**src/hdl/rhsm_pkg.sv**
```systemverilog
`default_nettype none
// ============================================================================
// rhsm_pkg: shared types and constants of the rolling hash string matcher
// Widths, register indexes and the status bundle of the modulo reducer.
// ============================================================================
package rhsm_pkg;

    // Pattern and window geometry.
    localparam int MAX_PATTERN = 16;
    localparam int IDX_W       = 4;
    localparam int LEN_W       = 5;
    localparam int BYTE_W      = 8;
    localparam int PAT_HALF    = 8;

    // Hash and text index widths.
    localparam int HASH_W = 16;
    localparam int POS_W  = 32;
    localparam int PROD_W = HASH_W + BYTE_W;

    // Modulo reducer: RED_STEPS restoring steps per cycle.
    localparam int RED_STEPS   = 4;
    localparam int RED_STEP_W  = 2;
    localparam int RED_CNT_W   = 3;
    localparam int RED_W       = 32;
    localparam int RED_SHIFT_W = 5;

    // Configuration port.
    localparam int CFG_DATA_W = 64;
    localparam int CFG_ADDR_W = 5;
    localparam int CFG_IDX_LO = 3;

    // Register indexes.
    typedef enum logic [1:0] {
        REG_PATTERN_LENGTH = 2'd0,
        REG_PATTERN_LOW    = 2'd1,
        REG_PATTERN_HIGH   = 2'd2,
        REG_HASH_MODULUS   = 2'd3
    } reg_index_t;

    // Status of the shared reducer.
    typedef struct packed {
        logic busy;
        logic done;
    } red_status_t;

    // Multiply by the hash base 62 as 64x - 2x.
    function automatic logic [RED_W-1:0] mul_base(input logic [RED_W-1:0] x);
        return (x << 6) - (x << 1);
    endfunction

endpackage
`default_nettype wire

```
**src/hdl/rhsm_reducer.sv**
```systemverilog
`default_nettype none
// ============================================================================
// rhsm_reducer: iterative modulo reducer
// Reduces a 32-bit value modulo a 16-bit modulus by restoring subtraction,
// four quotient bits per cycle.
// ============================================================================
module rhsm_reducer (
    input  logic                         clk,
    input  logic                         rst_n,
    input  logic                         start,
    input  logic [rhsm_pkg::RED_W-1:0]   value,
    input  logic [rhsm_pkg::HASH_W-1:0]  modulus,
    output rhsm_pkg::red_status_t        status,
    output logic [rhsm_pkg::HASH_W-1:0]  result
);
    import rhsm_pkg::*;

    logic [RED_W-1:0]     rem_reg, rem_next;
    logic [RED_CNT_W-1:0] cnt_reg, cnt_next;
    logic                 busy_reg, busy_next;
    logic                 done_reg, done_next;
    logic [RED_W-1:0]     mod_ext;
    logic [RED_W-1:0]     stepped;

    assign mod_ext = {{(RED_W-HASH_W){1'b0}}, modulus};

    // Four restoring steps, from the highest quotient bit of this cycle down.
    always_comb
    begin : step_logic
        logic [RED_W-1:0]       r;
        logic [RED_SHIFT_W-1:0] k;
        r = rem_reg;
        for (int s = 0; s < RED_STEPS; s++)
        begin
            k = {cnt_reg, RED_STEP_W'(RED_STEPS - 1 - s)};
            if ((r >> k) >= mod_ext)
            begin
                r = r - (mod_ext << k);
            end
        end
        stepped = r;
    end

    // Job control: a start always reloads, even over a running job.
    always_comb
    begin
        rem_next  = rem_reg;
        cnt_next  = cnt_reg;
        busy_next = busy_reg;
        done_next = 1'b0;
        if (start)
        begin
            rem_next  = value;
            cnt_next  = '1;
            busy_next = 1'b1;
        end
        else if (busy_reg)
        begin
            rem_next = stepped;
            cnt_next = cnt_reg - RED_CNT_W'(1);
            if (cnt_reg == '0)
            begin
                busy_next = 1'b0;
                done_next = 1'b1;
            end
        end
    end

    always_ff @(posedge clk or negedge rst_n)
    begin
        if (!rst_n)
        begin
            cnt_reg  <= '0;
            busy_reg <= 1'b0;
            done_reg <= 1'b0;
        end
        else
        begin
            cnt_reg  <= cnt_next;
            busy_reg <= busy_next;
            done_reg <= done_next;
        end
    end

    always_ff @(posedge clk)
    begin
        rem_reg <= rem_next;
    end

    assign status.busy = busy_reg;
    assign status.done = done_reg;
    assign result      = rem_reg[HASH_W-1:0];

endmodule
`default_nettype wire

```
**src/hdl/rolling_hash_string_matcher.sv**
```systemverilog
`default_nettype none
// ============================================================================
// rolling_hash_string_matcher: Rabin-Karp matcher over a text byte stream
// Keeps the last 16 text bytes and a base-62 rolling hash modulo a configured
// modulus, and confirms every hash hit byte by byte against the pattern.
// ============================================================================
//
//  Channel  | Direction | Handshake                    | Payload
//  ---------+-----------+------------------------------+--------------------
//  text     | in        | text_valid / text_stall      | text_byte, text_start
//  result   | out       | result_valid / result_stall  | found, match_start
//  config   | in        | psel, penable, pwrite, pready| paddr, pwdata, prdata
//
//  A text item passes ST_MUL, ST_ISSUE, ST_WAIT and ST_CHECK on its way to the
//  result register, waiting in ST_WAIT on the shared modulo reducer; the next
//  item is taken only after that, from ST_IDLE. After reset and after each
//  register write the pattern hash, removal weight and window hash are rebuilt;
//  text_stall stays high meanwhile and during a write. A result waits in the
//  output register; only the next result's write waits.
//
module rolling_hash_string_matcher (
    input  logic                              clk,
    input  logic                              rst_n,
    // Text items.
    input  logic                              text_valid,
    output logic                              text_stall,
    input  logic [rhsm_pkg::BYTE_W-1:0]       text_byte,
    input  logic                              text_start,
    // Result items.
    output logic                              result_valid,
    input  logic                              result_stall,
    output logic                              found,
    output logic [rhsm_pkg::POS_W-1:0]        match_start,
    // Configuration port.
    input  logic                              psel,
    input  logic                              penable,
    input  logic                              pwrite,
    input  logic [rhsm_pkg::CFG_ADDR_W-1:0]   paddr,
    input  logic [rhsm_pkg::CFG_DATA_W-1:0]   pwdata,
    output logic [rhsm_pkg::CFG_DATA_W-1:0]   prdata,
    output logic                              pready
);
    import rhsm_pkg::*;

    typedef enum logic [7:0] {
        ST_DRV_START = 8'b0000_0001,
        ST_DRV_NEXT  = 8'b0000_0010,
        ST_DRV_WAIT  = 8'b0000_0100,
        ST_IDLE      = 8'b0000_1000,
        ST_MUL       = 8'b0001_0000,
        ST_ISSUE     = 8'b0010_0000,
        ST_WAIT      = 8'b0100_0000,
        ST_CHECK     = 8'b1000_0000
    } state_t;

    typedef enum logic [2:0] {
        PH_PAT = 3'b001,
        PH_WGT = 3'b010,
        PH_TXT = 3'b100
    } phase_t;

    // Configuration registers.
    logic [LEN_W-1:0]      pat_len_reg;
    logic [CFG_DATA_W-1:0] pat_low_reg;
    logic [CFG_DATA_W-1:0] pat_high_reg;
    logic [HASH_W-1:0]     modulus_reg;
    logic                  cfg_wr;
    reg_index_t            cfg_idx;

    // Derived settings.
    logic [LEN_W-1:0]  p_eff;
    logic [LEN_W-1:0]  p_m1;
    logic [HASH_W-1:0] q_eff;
    logic [BYTE_W-1:0] pat_bytes [MAX_PATTERN];

    // Matcher state.
    state_t            state_reg, state_next;
    phase_t            phase_reg, phase_next;
    logic [LEN_W-1:0]  cnt_reg, cnt_next;
    logic [HASH_W-1:0] acc_reg, acc_next;
    logic [BYTE_W-1:0] window_reg [MAX_PATTERN];
    logic [BYTE_W-1:0] window_next [MAX_PATTERN];
    logic [HASH_W-1:0] text_hash_reg, text_hash_next;
    logic [HASH_W-1:0] pattern_hash_reg, pattern_hash_next;
    logic [HASH_W-1:0] weight_reg, weight_next;
    logic [POS_W-1:0]  pos_reg, pos_next;

    // Item payload in flight.
    logic [BYTE_W-1:0] byte_reg, byte_next;
    logic [PROD_W-1:0] prod_reg, prod_next;
    logic              hit_reg, hit_next;
    logic [POS_W-1:0]  mstart_reg, mstart_next;

    // Output register.
    logic              res_valid_reg, res_valid_next;
    logic              found_reg, found_next;
    logic [POS_W-1:0]  mstart_out_reg, mstart_out_next;

    // Reducer interface and helpers.
    logic              red_start;
    logic [RED_W-1:0]  red_value;
    red_status_t       red_status;
    logic [HASH_W-1:0] red_result;
    logic [LEN_W-1:0]  cnt_m1;
    logic [IDX_W-1:0]  rd_idx;
    logic [BYTE_W-1:0] rd_byte;
    logic [LEN_W-1:0]  held;
    logic [POS_W-1:0]  p_m1_ext;
    logic [PROD_W-1:0] corr;
    logic              bytes_ok;

    // Shared modulo unit.
    rhsm_reducer u_reducer (
        .clk     (clk),
        .rst_n   (rst_n),
        .start   (red_start),
        .value   (red_value),
        .modulus (q_eff),
        .status  (red_status),
        .result  (red_result)
    );

    // Configuration port decode.
    assign pready  = 1'b1;
    assign cfg_wr  = psel & penable & pwrite;
    assign cfg_idx = reg_index_t'(paddr[CFG_ADDR_W-1:CFG_IDX_LO]);

    always_comb
    begin
        unique case (cfg_idx)
            REG_PATTERN_LENGTH: prdata = {{(CFG_DATA_W-LEN_W){1'b0}}, pat_len_reg};
            REG_PATTERN_LOW:    prdata = pat_low_reg;
            REG_PATTERN_HIGH:   prdata = pat_high_reg;
            REG_HASH_MODULUS:   prdata = {{(CFG_DATA_W-HASH_W){1'b0}}, modulus_reg};
            default:            prdata = '0;
        endcase
    end

    always_ff @(posedge clk or negedge rst_n)
    begin
        if (!rst_n)
        begin
            pat_len_reg  <= LEN_W'(1);
            pat_low_reg  <= '0;
            pat_high_reg <= '0;
            modulus_reg  <= HASH_W'(101);
        end
        else if (cfg_wr)
        begin
            unique case (cfg_idx)
                REG_PATTERN_LENGTH: pat_len_reg  <= pwdata[LEN_W-1:0];
                REG_PATTERN_LOW:    pat_low_reg  <= pwdata;
                REG_PATTERN_HIGH:   pat_high_reg <= pwdata;
                REG_HASH_MODULUS:   modulus_reg  <= pwdata[HASH_W-1:0];
                default:            pat_len_reg  <= pat_len_reg;
            endcase
        end
    end

    // Effective pattern length and modulus, with out-of-range values clamped.
    always_comb
    begin
        if (pat_len_reg == '0)
            p_eff = LEN_W'(1);
        else if (pat_len_reg > LEN_W'(MAX_PATTERN))
            p_eff = LEN_W'(MAX_PATTERN);
        else
            p_eff = pat_len_reg;
    end

    assign q_eff    = (modulus_reg < HASH_W'(2)) ? HASH_W'(2) : modulus_reg;
    assign p_m1     = p_eff - LEN_W'(1);
    assign p_m1_ext = {{(POS_W-LEN_W){1'b0}}, p_m1};
    assign held     = (pos_reg < {{(POS_W-LEN_W){1'b0}}, p_eff}) ? pos_reg[LEN_W-1:0]
                                                                   : p_eff;

    // Pattern bytes, byte 0 in the low bits of the low register.
    always_comb
    begin
        for (int j = 0; j < PAT_HALF; j++)
        begin
            pat_bytes[j]            = pat_low_reg[BYTE_W*j +: BYTE_W];
            pat_bytes[j + PAT_HALF] = pat_high_reg[BYTE_W*j +: BYTE_W];
        end
    end

    // Single window read port: oldest byte for an item, or the byte that the
    // window hash rebuild walks over.
    assign cnt_m1  = cnt_reg - LEN_W'(1);
    assign rd_idx  = (state_reg == ST_DRV_NEXT) ? cnt_m1[IDX_W-1:0] : p_m1[IDX_W-1:0];
    assign rd_byte = window_reg[rd_idx];

    // Byte-by-byte confirmation, one comparator per window lane.
    always_comb
    begin : lane_check
        logic [LEN_W-1:0] lane_idx;
        bytes_ok = 1'b1;
        for (int j = 0; j < MAX_PATTERN; j++)
        begin
            lane_idx = p_m1 - LEN_W'(j);
            if ((LEN_W'(j) < p_eff) && (window_reg[j] != pat_bytes[lane_idx[IDX_W-1:0]]))
            begin
                bytes_ok = 1'b0;
            end
        end
    end

    // Offset that keeps the removal of the oldest byte non-negative.
    assign corr = {q_eff, {BYTE_W{1'b0}}} - prod_reg;

    // Sequencer.
    always_comb
    begin
        state_next        = state_reg;
        phase_next        = phase_reg;
        cnt_next          = cnt_reg;
        acc_next          = acc_reg;
        window_next       = window_reg;
        text_hash_next    = text_hash_reg;
        pattern_hash_next = pattern_hash_reg;
        weight_next       = weight_reg;
        pos_next          = pos_reg;
        byte_next         = byte_reg;
        prod_next         = prod_reg;
        hit_next          = hit_reg;
        mstart_next       = mstart_reg;
        res_valid_next    = res_valid_reg;
        found_next        = found_reg;
        mstart_out_next   = mstart_out_reg;
        red_start         = 1'b0;
        red_value         = '0;

        // The output register empties when its item is taken.
        if (res_valid_reg && !result_stall)
        begin
            res_valid_next = 1'b0;
        end

        unique case (state_reg)
            // Rebuild the pattern hash, removal weight and window hash.
            ST_DRV_START:
            begin
                phase_next = PH_PAT;
                cnt_next   = '0;
                acc_next   = '0;
                state_next = ST_DRV_NEXT;
            end

            ST_DRV_NEXT:
            begin
                unique case (phase_reg)
                    PH_PAT:
                    begin
                        if (cnt_reg == p_eff)
                        begin
                            pattern_hash_next = acc_reg;
                            phase_next        = PH_WGT;
                            cnt_next          = LEN_W'(1);
                            acc_next          = HASH_W'(1);
                        end
                        else
                        begin
                            red_start  = 1'b1;
                            red_value  = mul_base({{(RED_W-HASH_W){1'b0}}, acc_reg})
                                       + {{(RED_W-BYTE_W){1'b0}},
                                          pat_bytes[cnt_reg[IDX_W-1:0]]};
                            state_next = ST_DRV_WAIT;
                        end
                    end
                    PH_WGT:
                    begin
                        if (cnt_reg == p_eff)
                        begin
                            weight_next = acc_reg;
                            phase_next  = PH_TXT;
                            cnt_next    = held;
                            acc_next    = '0;
                        end
                        else
                        begin
                            red_start  = 1'b1;
                            red_value  = mul_base({{(RED_W-HASH_W){1'b0}}, acc_reg});
                            state_next = ST_DRV_WAIT;
                        end
                    end
                    PH_TXT:
                    begin
                        if (cnt_reg == '0)
                        begin
                            text_hash_next = acc_reg;
                            state_next     = ST_IDLE;
                        end
                        else
                        begin
                            red_start  = 1'b1;
                            red_value  = mul_base({{(RED_W-HASH_W){1'b0}}, acc_reg})
                                       + {{(RED_W-BYTE_W){1'b0}}, rd_byte};
                            state_next = ST_DRV_WAIT;
                        end
                    end
                    default:
                    begin
                        state_next = ST_DRV_START;
                    end
                endcase
            end

            ST_DRV_WAIT:
            begin
                if (red_status.done)
                begin
                    acc_next   = red_result;
                    cnt_next   = (phase_reg == PH_TXT) ? cnt_m1 : cnt_reg + LEN_W'(1);
                    state_next = ST_DRV_NEXT;
                end
            end

            // Take a text item; a start byte opens a fresh, empty window.
            ST_IDLE:
            begin
                if (text_valid)
                begin
                    byte_next = text_byte;
                    if (text_start)
                    begin
                        pos_next       = '0;
                        text_hash_next = '0;
                        for (int j = 0; j < MAX_PATTERN; j++)
                        begin
                            window_next[j] = '0;
                        end
                    end
                    state_next = ST_MUL;
                end
            end

            // Weight of the byte that leaves the window.
            ST_MUL:
            begin
                prod_next  = {{(PROD_W-BYTE_W){1'b0}}, rd_byte}
                           * {{(PROD_W-HASH_W){1'b0}}, weight_reg};
                state_next = ST_ISSUE;
            end

            // Roll the hash, shift the window and advance the text index.
            ST_ISSUE:
            begin
                red_start = 1'b1;
                red_value = mul_base({{(RED_W-HASH_W){1'b0}}, text_hash_reg})
                          + {{(RED_W-BYTE_W){1'b0}}, byte_reg};
                if (pos_reg >= {{(POS_W-LEN_W){1'b0}}, p_eff})
                begin
                    red_value = red_value + mul_base({{(RED_W-PROD_W){1'b0}}, corr});
                end
                for (int j = MAX_PATTERN - 1; j > 0; j--)
                begin
                    window_next[j] = window_reg[j-1];
                end
                window_next[0] = byte_reg;
                if (pos_reg != '1)
                begin
                    pos_next = pos_reg + POS_W'(1);
                end
                hit_next    = (pos_reg >= p_m1_ext);
                mstart_next = pos_reg - p_m1_ext;
                state_next  = ST_WAIT;
            end

            ST_WAIT:
            begin
                if (red_status.done)
                begin
                    text_hash_next = red_result;
                    state_next     = ST_CHECK;
                end
            end

            // Confirm a hash hit and hand the result to the output register.
            ST_CHECK:
            begin
                if (!res_valid_reg || !result_stall)
                begin
                    res_valid_next  = 1'b1;
                    found_next      = hit_reg && (text_hash_reg == pattern_hash_reg)
                                    && bytes_ok;
                    mstart_out_next = hit_reg ? mstart_reg : '0;
                    state_next      = ST_IDLE;
                end
            end

            default:
            begin
                state_next = ST_DRV_START;
            end
        endcase

        // Any register write restarts the rebuild.
        if (cfg_wr)
        begin
            state_next = ST_DRV_START;
        end
    end

    // Control state.
    always_ff @(posedge clk or negedge rst_n)
    begin
        if (!rst_n)
        begin
            state_reg        <= ST_DRV_START;
            phase_reg        <= PH_PAT;
            cnt_reg          <= '0;
            text_hash_reg    <= '0;
            pattern_hash_reg <= '0;
            weight_reg       <= '0;
            pos_reg          <= '0;
            res_valid_reg    <= 1'b0;
            for (int j = 0; j < MAX_PATTERN; j++)
            begin
                window_reg[j] <= '0;
            end
        end
        else
        begin
            state_reg        <= state_next;
            phase_reg        <= phase_next;
            cnt_reg          <= cnt_next;
            text_hash_reg    <= text_hash_next;
            pattern_hash_reg <= pattern_hash_next;
            weight_reg       <= weight_next;
            pos_reg          <= pos_next;
            res_valid_reg    <= res_valid_next;
            window_reg       <= window_next;
        end
    end

    // Payload registers.
    always_ff @(posedge clk)
    begin
        acc_reg        <= acc_next;
        byte_reg       <= byte_next;
        prod_reg       <= prod_next;
        hit_reg        <= hit_next;
        mstart_reg     <= mstart_next;
        found_reg      <= found_next;
        mstart_out_reg <= mstart_out_next;
    end

    // A register write takes the edge, so no text item is taken with it.
    assign text_stall   = (state_reg != ST_IDLE) | cfg_wr;
    assign result_valid = res_valid_reg;
    assign found        = found_reg;
    assign match_start  = mstart_out_reg;

endmodule
`default_nettype wire

```
**config.mk**
```make
export PLATFORM = sky130hd
export DESIGN_NAME = rolling_hash_string_matcher
export DESIGN_NICKNAME = d
export VERILOG_FILES = /design/src/hdl/rhsm_pkg.sv /design/src/hdl/rhsm_reducer.sv /design/src/hdl/rolling_hash_string_matcher.sv
export SDC_FILE = /design/constraint.sdc
export NUM_CORES = 2
export LEC_CHECK = 0
export ABC_AREA = 1
export BUFFER_PORTS_ARGS = -buffer_cell sky130_fd_sc_hd__clkbuf_2
export CAP_MARGIN = 20
export CELL_PAD_IN_SITES_DETAIL_PLACEMENT = 0
export CELL_PAD_IN_SITES_GLOBAL_PLACEMENT = 1
export CORE_MARGIN = 4
export CORE_UTILIZATION = 30
export DETAILED_ROUTE_END_ITERATION = 7
export PLACE_DENSITY = 0.66
export RECOVER_POWER = 50
export SYNTH_ARGS = -nofsm -noshare
export SYNTH_HDL_FRONTEND = slang
export SYNTH_HIERARCHICAL = 1
export SYNTH_SLANG_ARGS = --single-unit
```
**constraint.sdc**
```tcl
create_clock -name clk -period 15.34 [get_ports clk]
set_clock_uncertainty 0.2 [all_clocks]
set_input_delay 0 -clock clk [delete_from_list [all_inputs] [get_ports clk]]
set_output_delay 0 -clock clk [all_outputs]
set_load 0.005 [all_outputs]
```
==> summary.md <==
| Metric | Value |
|---|---|
| Status | `complete, but fails checks` |
| Failing checks | `capacitance limit, slew limit` |
| Most frequent cells in the layout | `nand2_1, nand3_1, inv_1, o21ai_0, nor2_1` |
| CTS buffer count | `71` |
| Met3 wire length | `24,100 µm` |
| Crit path required time | `15.58 ns` |
| Met1 wire length | `126,000 µm` |
| Reg-to-Reg Start | `modulus_reg[7]` |
| Max reg flops | `128` |
| Grt ovf | `0` |
| Vias per std cell | `5.43` |
| Final count of pins violating max slew | `555` |
| Ports | `185` |
| CTS Buffer Depth | `3` |
| Final hold violations | `0` |
| Gate Count Post-Synth | `9,538` |
| Clk_lat worst skew | `0.71 ns` |
| CTS Root Cell | `clkbuf_16` |
| GRT Util Overall | `27.3%` |
| Drt drc | `0` |
| Die height | `455 µm` |
| H-tree depth | `3` |
| CTS Sinks | `525` |
| Fin Hold WS | `0.0750 ns` |
| Final setup fails | `0` |
| RR Endpoint | `u_reducer/rem_reg[27]` |
| Startpoint Class | `register` |
| Die X | `455 µm` |
| Net Count, Synth | `10,100` |
| Synth Warn # | `6` |
| Initial antenna violation count | `27` |
| DRT Pass-1 Iters | `6` |
| F_max | `71.3 MHz` |
| IO buf count | `180` |
| Worst-path clk slew | `0.06 ns` |
| Max Cap Viol | `9` |
| Critical path launch point | `modulus_reg[7]` |
| Worst setup EP type | `register` |
| Post-route clock period utilization | `91.5%` |
| CTS tree | `done` |
| First-pass GRT wire length | `423,000 µm` |
| Crit-path max FO | `24` |
| Fill count | `21,900` |
| Number of cells on the worst reg-to-reg path | `91` |
| Met2 wire length | `125,000 µm` |
| Commonest non-fill, non-tap cell in the layout | `nand2_1` |
| Die ar. | `207,000 µm²` |
| Most used cell, CP | `nand2_1` |
| Uppermost routed layer | `met5` |
| Worst EP arrival | `14.28 ns` |
| WL/cell | `23.4 µm` |
| Crit-path max cell delay | `0.42 ns` |
| Critical path type | `register to register` |
| Via count | `67,400` |
| Hpwl dp | `231,000 µm` |
| Synth Area per Inst | `6.29 µm²` |
| Flop2flop setup slack | `1.31 ns` |
| Final net count | `10,200` |
| Slew at the pin closest to its max-slew limit | `7.48 ns` |
| Drt total wl | `290,000 µm` |
| Critical Path End | `u_reducer/rem_reg[27]` |
| Slowest stage cell, crit path | `or2_2` |
| Row count | `163` |
| Share of layout cells above drive strength 1 | `6.44%` |
| Hold Path Class | `input port to register` |
| Via count of the first global-routing pass | `64,700` |
| 1st-iter DRT viols | `7,092` |
| Synthesized cell area | `60,000 µm²` |
| Final RePlAce weighted congestion | `1.00` |
| Number of routed nets with antenna violations | `0` |
| Max-Slew Margin vs Limit | `-398%` |
| Minimum clock period | `14.03 ns` |
| Initial core utilization | `30.3%` |
| Largest net degree at the start of global routing | `126` |
| Layout area overhead | `12.7%` |
| CORE AREA | `198,000 µm²` |
==> worst min-delay path by stage <==
stage | start | to | slack, ns | depth (start not counted)
final | text_valid | state_reg[3] | 0.07 | 3
after global routing | text_valid | state_reg[3] | 0.06 | 3
after CTS | pwdata[42] | pat_high_reg[42] | 0.002 | 4
after detailed placement | rst_n | pat_low_reg[53] | -0.15 | 1
after global placement | rst_n | pat_low_reg[53] | -0.15 | 1
after floorplan | rst_n | cnt_reg[0] | -0.50 | 0
==> final cells by class <==
cell class | instances | area, µm² | share of cell area [%]
clock inverter | 36 | 397 | 0.587
clock buffer | 92 | 1980 | 2.93
timing repair buffer | 551 | 3990 | 5.90
sequential | 525 | 13900 | 20.5
antenna | 5 | 12.5 | 0.0185
tap | 2640 | 3300 | 4.89
multi-input combinational | 7420 | 39700 | 58.8
inverter | 1148 | 4320 | 6.38
==> critical path, delay by kind of cell (launching register included) <==
family / cells / cell delay, ns
and+or+nand+nor: 36 / 3.74
xor gates and xnor gates: 1 / 0.16
adders and majority gates: 4 / 1.34
buffers and inverters: 14 / 1.78
AOI/OAI and AO/OA: 36 / 6.11
DFF: 1 / 0.39
==> layer usage <==
layer / global-route usage (%) / vias to the layer above
met5: 0 / -
met4: 12.0 / 18
met1: 36.9 / 32200
met2: 42.2 / 2745
met3: 5.24 / 486
li1: - / 32000
==> what timing repair did <==
item / in CTS / in global routing
setup buffers: 0 / 0
resized for setup: 0 / 8
setup endpoints to repair: 0 / 8
endpoints found under the hold margin: 428 / 0
hold buffers: 149 / 0
==> metrics by stage <==
step	TNS (ns)	util [%]	std cells	setup WS, ns	cell area [µm²]
2_1_floorplan	0	-	9538	1.60	60000
3_3_place_gp	0	32.2	12100	0.116	63800
3_5_place_dp	0	32.2	12100	1.08	63800
4_1_cts	0	34.2	12400	0.929	67700
5_1_grt	-0.0831	34.1	12400	-0.0458	67600
6_report	0	34.1	12400	1.31	67600
Power is left out: the tool's default activity adds up to more than one toggle a clock period on the data nets, which glitch-free logic cannot reach.
